`config.mk`:
```
export PLATFORM = sky130hd
export DESIGN_NAME = alt_bit_receiver_with_handshake_flat
export DESIGN_NICKNAME = d
export VERILOG_FILES = /design/src/rtl/abr_pkg.sv /design/src/rtl/abr_if.sv /design/src/rtl/alt_bit_receiver_with_handshake.sv /design/src/flat_wrapper.sv
export VERILOG_INCLUDE_DIRS = /design/src /design/src/rtl
export SDC_FILE = /design/constraint.sdc
export NUM_CORES = 1
export LEC_CHECK = 0
export BUFFER_PORTS_ARGS = -buffer_cell sky130_fd_sc_hd__clkbuf_2
export CORE_MARGIN = 1
export CORE_UTILIZATION = 47
export CTS_CLUSTER_DIAMETER = 100
export DETAILED_ROUTE_END_ITERATION = 8
export PLACE_DENSITY = 0.77
export REMOVE_ABC_BUFFERS = 1
export SLEW_MARGIN = 25
export SYNTH_ARGS = -nofsm -noshare
export SYNTH_HDL_FRONTEND = slang
export SYNTH_SLANG_ARGS = --single-unit
```
`constraint.sdc`:
```
create_clock -name clk -period 2.1 [get_ports clk]
set_input_delay 0.105 -clock clk [delete_from_list [all_inputs] [get_ports clk]]
set_output_delay 0.105 -clock clk [all_outputs]
set_load 0.02 [all_outputs]
```
`src/rtl/alt_bit_receiver_with_handshake_macros.svh`:
```
// Assertion macros for the alternating-bit receiver.
// Included by the top level; no other dependencies.
`ifndef ALT_BIT_RECEIVER_WITH_HANDSHAKE_MACROS_SVH
`define ALT_BIT_RECEIVER_WITH_HANDSHAKE_MACROS_SVH

`ifndef SYNTH
// Same-cycle implication, disabled in reset
`define ABR_ASSERT_IMP(lbl, clk, rst_n, ante, cons) \
  lbl: assert property (@(posedge clk) disable iff (!rst_n) (ante) |-> (cons)) \
    else $error("assertion failed (same cycle)");
// Next-cycle implication, disabled in reset
`define ABR_ASSERT_NXT(lbl, clk, rst_n, ante, cons) \
  lbl: assert property (@(posedge clk) disable iff (!rst_n) (ante) |=> (cons)) \
    else $error("assertion failed (next cycle)");
`else
`define ABR_ASSERT_IMP(lbl, clk, rst_n, ante, cons)
`define ABR_ASSERT_NXT(lbl, clk, rst_n, ante, cons)
`endif

`endif

```
`src/rtl/abr_pkg.sv`:
```
// Package for the alternating-bit receiver: field widths, constants, state type.
// No dependencies.
`timescale 1ns / 1ps
`default_nettype none

package abr_pkg;

  localparam int SEQ_W   = 8;
  localparam int LOSS_W  = 7;
  localparam int STATE_W = 3;

  // Sequence field sent in every reply that is not a SYNACK
  localparam logic [SEQ_W-1:0]  PLAIN_SEQ  = 8'd42;
  // Loss percent after reset
  localparam logic [LOSS_W-1:0] LOSS_RESET = 7'd40;

  typedef enum logic [STATE_W-1:0] {
    ST_IDLE    = 3'd0,
    ST_SYNRCVD = 3'd1,
    ST_ESTAB   = 3'd2,
    ST_FINWAIT = 3'd3,
    ST_CLOSED  = 3'd4
  } abr_state_t;

endpackage

`default_nettype wire

```
`src/rtl/abr_if.sv`:
```
// Handshake channels of the alternating-bit receiver: header in, reply out, config.
// Depends on abr_pkg.
`timescale 1ns / 1ps
`default_nettype none

interface abr_in_if;
  import abr_pkg::*;
  logic               valid;
  logic               ready;
  logic [SEQ_W-1:0]   seq_field;
  logic               syn_flag;
  logic               ack_flag;
  logic               fin_flag;
  modport source (output valid, seq_field, syn_flag, ack_flag, fin_flag, input ready);
  modport sink   (input valid, seq_field, syn_flag, ack_flag, fin_flag, output ready);
endinterface

interface abr_out_if;
  import abr_pkg::*;
  logic               valid;
  logic               ready;
  logic               send_reply;
  logic               reply_syn;
  logic               reply_ack;
  logic               reply_fin;
  logic               reply_ack_bit;
  logic [SEQ_W-1:0]   reply_seq;
  logic               deliver_payload;
  logic [STATE_W-1:0] link_state;
  modport source (output valid, send_reply, reply_syn, reply_ack, reply_fin, reply_ack_bit,
                  reply_seq, deliver_payload, link_state, input ready);
  modport sink   (input valid, send_reply, reply_syn, reply_ack, reply_fin, reply_ack_bit,
                  reply_seq, deliver_payload, link_state, output ready);
endinterface

interface abr_cfg_if;
  import abr_pkg::*;
  logic               valid;
  logic               ready;
  logic [LOSS_W-1:0]  data;
  modport source (output valid, data, input ready);
  modport sink   (input valid, data, output ready);
endinterface

`default_nettype wire

```
`src/rtl/alt_bit_receiver_with_handshake.sv`:
```
// Alternating-bit receiver endpoint: connection state, sequence check, reply build.
// Depends on abr_pkg, the channel interfaces in abr_if.sv and the assertion macros.
//
//  channel   | dir | payload                                         | beat taken when
//  in_beat   | in  | seq_field, syn/ack/fin flags                    | valid && ready
//  out_beat  | out | reply flags, ack bit, seq, deliver, link_state  | valid && ready
//  cfg_wr    | in  | local loss percent (7 bits)                     | valid && ready
//
// One header beat per cycle; each beat yields one reply beat on the next cycle.
// The state update and reply logic sit in one pass in front of the output register.
// in_beat stalls only while the output register holds a beat out_beat has not taken.
// cfg_wr is always ready; a write reloads the negotiated loss.
// rst_n (synchronous) returns to idle, expected bit 0, loss 40; output empty.
`timescale 1ns / 1ps
`default_nettype none

`include "alt_bit_receiver_with_handshake_macros.svh"

module alt_bit_receiver_with_handshake (
  input  wire logic  clk,
  input  wire logic  rst_n,
  abr_in_if.sink     in_beat,
  abr_out_if.source  out_beat,
  abr_cfg_if.sink    cfg_wr
);
  import abr_pkg::*;

  abr_state_t          state_r, state_nxt;
  logic                exp_bit_r, exp_bit_nxt;
  logic [LOSS_W-1:0]   loss_r, loss_nxt;

  logic                out_valid_r;
  logic                send_r, rsyn_r, rack_r, rfin_r, rbit_r, deliver_r;
  logic [SEQ_W-1:0]    rseq_r;
  abr_state_t          link_r;

  logic                send_nxt, rsyn_nxt, rack_nxt, rfin_nxt, rbit_nxt, deliver_nxt;
  logic [SEQ_W-1:0]    rseq_nxt;

  logic                in_acc;
  logic                in_seq_match;

  // Take a header whenever the output register is free or being drained
  assign in_beat.ready = !out_valid_r || out_beat.ready;
  assign in_acc        = in_beat.valid && in_beat.ready;
  assign cfg_wr.ready  = 1'b1;

  assign in_seq_match = (in_beat.seq_field == {{(SEQ_W-1){1'b0}}, exp_bit_r});

  // Next state and reply for the header on the input
  always_comb begin
    state_nxt   = state_r;
    exp_bit_nxt = exp_bit_r;
    loss_nxt    = loss_r;
    send_nxt    = 1'b0;
    rsyn_nxt    = 1'b0;
    rack_nxt    = 1'b0;
    rfin_nxt    = 1'b0;
    rbit_nxt    = 1'b0;
    rseq_nxt    = '0;
    deliver_nxt = 1'b0;
    case (state_r)
      ST_ESTAB: begin
        send_nxt = 1'b1;
        rack_nxt = 1'b1;
        rseq_nxt = PLAIN_SEQ;
        if (in_seq_match) begin
          // in-sequence data wins over any flags
          deliver_nxt = 1'b1;
          exp_bit_nxt = ~exp_bit_r;
          rbit_nxt    = ~exp_bit_r;
        end else if (in_beat.fin_flag && !in_beat.ack_flag && !in_beat.syn_flag) begin
          state_nxt = ST_FINWAIT;
          rfin_nxt  = 1'b1;
          rbit_nxt  = exp_bit_r;
        end else begin
          // duplicate: acknowledge again
          rbit_nxt = exp_bit_r;
        end
      end
      ST_FINWAIT: begin
        if (in_beat.ack_flag && !in_beat.syn_flag && !in_beat.fin_flag) begin
          state_nxt = ST_CLOSED;
        end else begin
          send_nxt = 1'b1;
          rack_nxt = 1'b1;
          rfin_nxt = 1'b1;
          rbit_nxt = exp_bit_r;
          rseq_nxt = PLAIN_SEQ;
        end
      end
      ST_IDLE: begin
        if (in_beat.syn_flag) begin
          // lower the loss to the peer's offer if it is smaller
          if (in_beat.seq_field < {1'b0, loss_r}) begin
            loss_nxt = in_beat.seq_field[LOSS_W-1:0];
          end
          state_nxt = ST_SYNRCVD;
          send_nxt  = 1'b1;
          rsyn_nxt  = 1'b1;
          rack_nxt  = 1'b1;
          rbit_nxt  = exp_bit_r;
          rseq_nxt  = {1'b0, loss_nxt};
        end
      end
      ST_SYNRCVD: begin
        if (in_beat.ack_flag) begin
          state_nxt = ST_ESTAB;
        end
      end
      default: begin
        // closed or unused code: ignore the header
      end
    endcase
  end

  // Advance connection state on each accepted header; config reloads the loss
  always_ff @(posedge clk) begin
    if (!rst_n) begin
      state_r   <= ST_IDLE;
      exp_bit_r <= 1'b0;
      loss_r    <= LOSS_RESET;
    end else begin
      if (in_acc) begin
        state_r   <= state_nxt;
        exp_bit_r <= exp_bit_nxt;
      end
      if (cfg_wr.valid && cfg_wr.ready) begin
        loss_r <= cfg_wr.data;
      end else if (in_acc) begin
        loss_r <= loss_nxt;
      end
    end
  end

  // Output valid: set on accept, drop when taken
  always_ff @(posedge clk) begin
    if (!rst_n) begin
      out_valid_r <= 1'b0;
    end else if (in_acc) begin
      out_valid_r <= 1'b1;
    end else if (out_beat.ready) begin
      out_valid_r <= 1'b0;
    end
  end

  // Hold the reply payload until the next accepted header
  always_ff @(posedge clk) begin
    if (in_acc) begin
      send_r    <= send_nxt;
      rsyn_r    <= rsyn_nxt;
      rack_r    <= rack_nxt;
      rfin_r    <= rfin_nxt;
      rbit_r    <= rbit_nxt;
      rseq_r    <= rseq_nxt;
      deliver_r <= deliver_nxt;
      link_r    <= state_nxt;
    end
  end

  assign out_beat.valid           = out_valid_r;
  assign out_beat.send_reply      = send_r;
  assign out_beat.reply_syn       = rsyn_r;
  assign out_beat.reply_ack       = rack_r;
  assign out_beat.reply_fin       = rfin_r;
  assign out_beat.reply_ack_bit   = rbit_r;
  assign out_beat.reply_seq       = rseq_r;
  assign out_beat.deliver_payload = deliver_r;
  assign out_beat.link_state      = link_r;

  // Every accepted header leaves a beat in the output register
  `ABR_ASSERT_NXT(a_accept_fills_out, clk, rst_n, in_acc, out_valid_r)
  // Delivery only ever happens in the established state, with an ACK reply
  `ABR_ASSERT_IMP(a_deliver_estab, clk, rst_n, out_valid_r && deliver_r,
                  send_r && rack_r && !rsyn_r && link_r == ST_ESTAB)
  // A sent reply always carries the ACK flag
  `ABR_ASSERT_IMP(a_reply_has_ack, clk, rst_n, out_valid_r && send_r, rack_r)
  // Closed is final
  `ABR_ASSERT_NXT(a_closed_stays, clk, rst_n, state_r == ST_CLOSED, state_r == ST_CLOSED)

endmodule

`default_nettype wire
```
`src/flat_wrapper.sv`:
```
// flat-port wrapper written by rule: the top's interface ports become plain ports
module alt_bit_receiver_with_handshake_flat import abr_pkg::*;
  (clk, rst_n, in_beat_valid, in_beat_seq_field, in_beat_syn_flag, in_beat_ack_flag, in_beat_fin_flag, in_beat_ready, out_beat_valid, out_beat_send_reply, out_beat_reply_syn, out_beat_reply_ack, out_beat_reply_fin, out_beat_reply_ack_bit, out_beat_reply_seq, out_beat_deliver_payload, out_beat_link_state, out_beat_ready, cfg_wr_valid, cfg_wr_data, cfg_wr_ready);
  abr_in_if in_beat_i ();
  abr_out_if out_beat_i ();
  abr_cfg_if cfg_wr_i ();
  input  wire logic clk;
  input  wire logic rst_n;
  input wire logic [$bits(in_beat_i.valid)-1:0] in_beat_valid;
  input wire logic [$bits(in_beat_i.seq_field)-1:0] in_beat_seq_field;
  input wire logic [$bits(in_beat_i.syn_flag)-1:0] in_beat_syn_flag;
  input wire logic [$bits(in_beat_i.ack_flag)-1:0] in_beat_ack_flag;
  input wire logic [$bits(in_beat_i.fin_flag)-1:0] in_beat_fin_flag;
  output wire logic [$bits(in_beat_i.ready)-1:0] in_beat_ready;
  output wire logic [$bits(out_beat_i.valid)-1:0] out_beat_valid;
  output wire logic [$bits(out_beat_i.send_reply)-1:0] out_beat_send_reply;
  output wire logic [$bits(out_beat_i.reply_syn)-1:0] out_beat_reply_syn;
  output wire logic [$bits(out_beat_i.reply_ack)-1:0] out_beat_reply_ack;
  output wire logic [$bits(out_beat_i.reply_fin)-1:0] out_beat_reply_fin;
  output wire logic [$bits(out_beat_i.reply_ack_bit)-1:0] out_beat_reply_ack_bit;
  output wire logic [$bits(out_beat_i.reply_seq)-1:0] out_beat_reply_seq;
  output wire logic [$bits(out_beat_i.deliver_payload)-1:0] out_beat_deliver_payload;
  output wire logic [$bits(out_beat_i.link_state)-1:0] out_beat_link_state;
  input wire logic [$bits(out_beat_i.ready)-1:0] out_beat_ready;
  input wire logic [$bits(cfg_wr_i.valid)-1:0] cfg_wr_valid;
  input wire logic [$bits(cfg_wr_i.data)-1:0] cfg_wr_data;
  output wire logic [$bits(cfg_wr_i.ready)-1:0] cfg_wr_ready;
  assign in_beat_i.valid = in_beat_valid;
  assign in_beat_i.seq_field = in_beat_seq_field;
  assign in_beat_i.syn_flag = in_beat_syn_flag;
  assign in_beat_i.ack_flag = in_beat_ack_flag;
  assign in_beat_i.fin_flag = in_beat_fin_flag;
  assign in_beat_ready = in_beat_i.ready;
  assign out_beat_valid = out_beat_i.valid;
  assign out_beat_send_reply = out_beat_i.send_reply;
  assign out_beat_reply_syn = out_beat_i.reply_syn;
  assign out_beat_reply_ack = out_beat_i.reply_ack;
  assign out_beat_reply_fin = out_beat_i.reply_fin;
  assign out_beat_reply_ack_bit = out_beat_i.reply_ack_bit;
  assign out_beat_reply_seq = out_beat_i.reply_seq;
  assign out_beat_deliver_payload = out_beat_i.deliver_payload;
  assign out_beat_link_state = out_beat_i.link_state;
  assign out_beat_i.ready = out_beat_ready;
  assign cfg_wr_i.valid = cfg_wr_valid;
  assign cfg_wr_i.data = cfg_wr_data;
  assign cfg_wr_ready = cfg_wr_i.ready;
  alt_bit_receiver_with_handshake u_core (.clk(clk), .rst_n(rst_n), .in_beat(in_beat_i), .out_beat(out_beat_i), .cfg_wr(cfg_wr_i));
endmodule
```
==> flow_metrics.env <==
export IMPL_clockBufferDepth=2
export IMPL_synthArstFlopShare_pct=0
export IMPL_grt_overflow_total=0
export IMPL_synthCells=162
export IMPL_drt_total_wl_mm=3.47
export IMPL_setup_viol=0
export IMPL_maxCapViolCount=0
export IMPL_synth_cell_types=46
export IMPL_worstPathMaxFanout=10
export IMPL_cts_tree="yes"
export IMPL_r2r_start="u_core.state_r[2]"
export IMPL_fin_area_um2=1860
export IMPL_grt_usage_pct=20.5
export IMPL_antenna_found_initial=0
export IMPL_synth_warnings=0
export IMPL_worstSkewPairLatency_ns=0.33
export IMPL_worst_pin_slew_ns=0.604
export IMPL_portBuffers=40
export IMPL_cp_end_kind="flop"
export IMPL_finalCritPeriodShare_pct=95.6
export IMPL_yosys_top_cells_area="edfxtp_1 28%, dfxtp_1 15%, ha_1 4.7%"
export IMPL_reg2regPathDepth=5
export IMPL_dp_hpwl_mm=2.60
export IMPL_clk_pin_slew_ns=0.14
export IMPL_yosysTopAreaCell="edfxtp_1"
export IMPL_placementRows=20
export IMPL_crit_arrival_ns=2.26
export IMPL_synth_edf_count=15
export IMPL_root_buffer="clkbuf_4"
export IMPL_drtPass1Iterations=4
export IMPL_initial_core_util_pct=51.2
export IMPL_fin_skew_ns=0.00831
export IMPL_drtAntennaViolNets=0
export IMPL_globalplace_congestion=0.876
export IMPL_period_needed_ns=2.01
export IMPL_core_um2=3150
export IMPL_grt_pass1_wl_mm=5.51
export IMPL_grt_max_degree=18
export IMPL_synth_ff_type="edfxtp_1"
export IMPL_crit_type="reg -> reg"
export IMPL_drc=0
export IMPL_outcome="finished clean"
export IMPL_synth_seq_area_share_pct=42.8
export IMPL_viasPerCell=5.57
export IMPL_num_vias=1371
export IMPL_dieArea_um2=3670
export IMPL_netlist_area_um2=1610
export IMPL_drt_initial_drc_count=75
export IMPL_vdd_ir_drop_max_uv=297
export IMPL_regToRegEndpoint="u_core.loss_r[5]"
export IMPL_synth_area_per_cell_um2=9.96
export IMPL_areaGrowthSynthToFinish_pct=15.3
export IMPL_ys_seq_elements=27
export IMPL_hold_depth=3
export IMPL_placed_area_um2=1800
export IMPL_cts_sinks=27
export IMPL_finalMaxSlewViolations=0
export IMPL_hold_path_end="u_core.loss_r[3]"
export IMPL_fin_cells=246
export IMPL_clock_fmax_mhz=498
export IMPL_slew_headroom_pct=59.7
export IMPL_grt_pass1_vias=1194
export IMPL_leakagePower_nw=0.821
export IMPL_dieWidth_um=60.6
export IMPL_diodes=0
export IMPL_routedWlPerCell_um=14.1
export IMPL_nNetsFinal=232
export IMPL_drive_above_1_share_pct=31.2
export IMPL_r2r_setup_slack_ns=0.09
export IMPL_cts_htree_levels=1
export IMPL_min_from="cfg_wr_data[3]"
export IMPL_numCtsBuffers=3
export IMPL_io_pins=43
export IMPL_min_path_type="in -> reg"
export IMPL_dp_cells=241
export IMPL_hold_viol=0
export IMPL_grt_setup_unrepaired="false"
export IMPL_yosysTopAreaCellShare_pct=27.9
export IMPL_cp_start_kind="flop"
export IMPL_worstPathRequired_ns=2.35
export IMPL_pwr_density_cell_nw_per_um2=602
export IMPL_die_height_um=60.6
-- Yosys cell counts, drive strengths merged (2+ instances only) --
master	number
a41o	4
ha	6
buf	6
o2111ai	2
edfxtp	15
o21ai	9
o22ai	4
nor2b	3
conb	2
and2b	2
a22oi	4
xnor2	2
mux2i	7
nor3	2
nor2	15
and3b	2
a31oi	3
nor4	2
dfxtp	12
nand3b	2
inv	11
a21oi	6
nand3	10
nand2	12
nand4	2
-- routing by layer --
layer / vias up / GRT usage [%] / share of wire (%)
li1: 673 / - / -
met1: 628 / 27.6 / 46
met2: 65 / 32.8 / 47
met3: 5 / 2.99 / 5.9
met4: 0 / 8.77 / 1.6
met5: - / 0 / 0
-- through the flow --
step | hold WS (ns) | power [mW] | util [%] | setup TNS, ns | setup WS, ns
5_1_grt | 0.0134 | 1.18 | 59.0 | 0 | 0.00738
3_5_place_dp | 0.347 | 0.890 | 56.9 | 0 | 0.0300
2_1_floorplan | 0.186 | 0.788 | - | -0.795 | -0.143
6_report | 0.00595 | 1.12 | 59.0 | 0 | 0.0914
3_3_place_gp | 0.336 | 0.879 | 56.9 | 0 | 0.141
4_1_cts | 0.00744 | 1.11 | 57.8 | 0 | 0.0156
-- worst max-delay path by stage --
stage | startpoint | endpoint | depth (start not counted)
final | u_core.state_r[2] | u_core.loss_r[5] | 5
after global routing | u_core.state_r[2] | u_core.loss_r[0] | 6
after CTS | u_core.loss_r[6] | u_core.out_beat.reply_seq[3] | 8
after detailed placement | u_core.loss_r[6] | u_core.out_beat.reply_seq[3] | 8
after global placement | u_core.loss_r[6] | u_core.out_beat.reply_seq[5] | 8
after floorplan | u_core.loss_r[6] | u_core.out_beat.reply_seq[3] | 7
-- flip-flops by register name, summed over array words and instances, names as in the netlist --
signal and cells:
u_core.exp_bit_r 1, u_core.loss_r 7, u_core.out_beat.deliver_payload 1, u_core.out_beat.link_state 3, u_core.out_beat.reply_ack_bit 1, u_core.out_beat.reply_fin 1
u_core.out_beat.reply_seq 7, u_core.out_beat.reply_syn 1, u_core.out_beat.send_reply 1, u_core.out_beat.valid 1, u_core.state_r 3
-- placed cells by master (no fill, tap or decap), types with 3 or more instances in the layout --
cell	count
clkbuf_2	40
nor2_1	15
edfxtp_1	15
nand2_1	12
inv_1	11
dfxtp_1	11
o21ai_0	9
nand3_1	9
a21oi_1	6
mux2i_1	5
ha_1	5
a22oi_1	4
o22ai_1	4
a41o_1	4
buf_4	4
nor2b_1	3
clkbuf_4	3
-- cells by family (layout without fill, tap and decap cells) --
group / after synthesis / count (layout) / share of synthesized area [%]
and+or+nand+nor: 58 / 58 / 20.2
adders and majority gates: 6 / 6 / 4.65
buffers and inverters: 21 / 61 / 9.46
other: 2 / 2 / 0.465
muxes: 8 / 8 / 5.04
xor gates and xnor gates: 2 / 2 / 1.09
AOI/OAI and AO/OA: 38 / 38 / 16.4
DFF: 27 / 27 / 42.8
-- where the power goes --
| part | leakage (nW) | switching (mW) | total [mW] | internal [mW] |
|---|---|---|---|---|
| combinational | 0.556 | 0.168 | 0.280 | 0.113 |
| clock | 0.0150 | 0.151 | 0.226 | 0.0745 |
| sequential | 0.250 | 0.0165 | 0.614 | 0.598 |
| total | 0.821 | 0.335 | 1.12 | 0.785 |
-- what timing repair did --
| item | in CTS | in global routing |
|---|---|---|
| buffers inserted | 0 | 0 |
| resized for setup | 0 | 6 |
| hold buffers | 0 | 1 |
| setup endpoints to repair | 0 | 9 |
| hold endpoints to repair | 0 | 1 |
-- worst max-delay path, stage by stage (launching register included) --
cell and delay [ns]:
dfxtp_1 0.39, or4b_4 0.64, inv_1 0.15, nand3_2 0.20, or2_2 0.35, o2111ai_1 0.21
-- final cells by class --
cell class / instances / area (µm²)
Sequential cell: 27 / 692
Fill cell: 290 / 1290
Tap cell: 44 / 55.1
Inverter: 11 / 41.3
Multi-Input combinational cell: 114 / 796
Clock buffer: 4 / 26.3
Timing Repair Buffer: 46 / 251
Note: power is estimated with default switching activity, not from simulation.
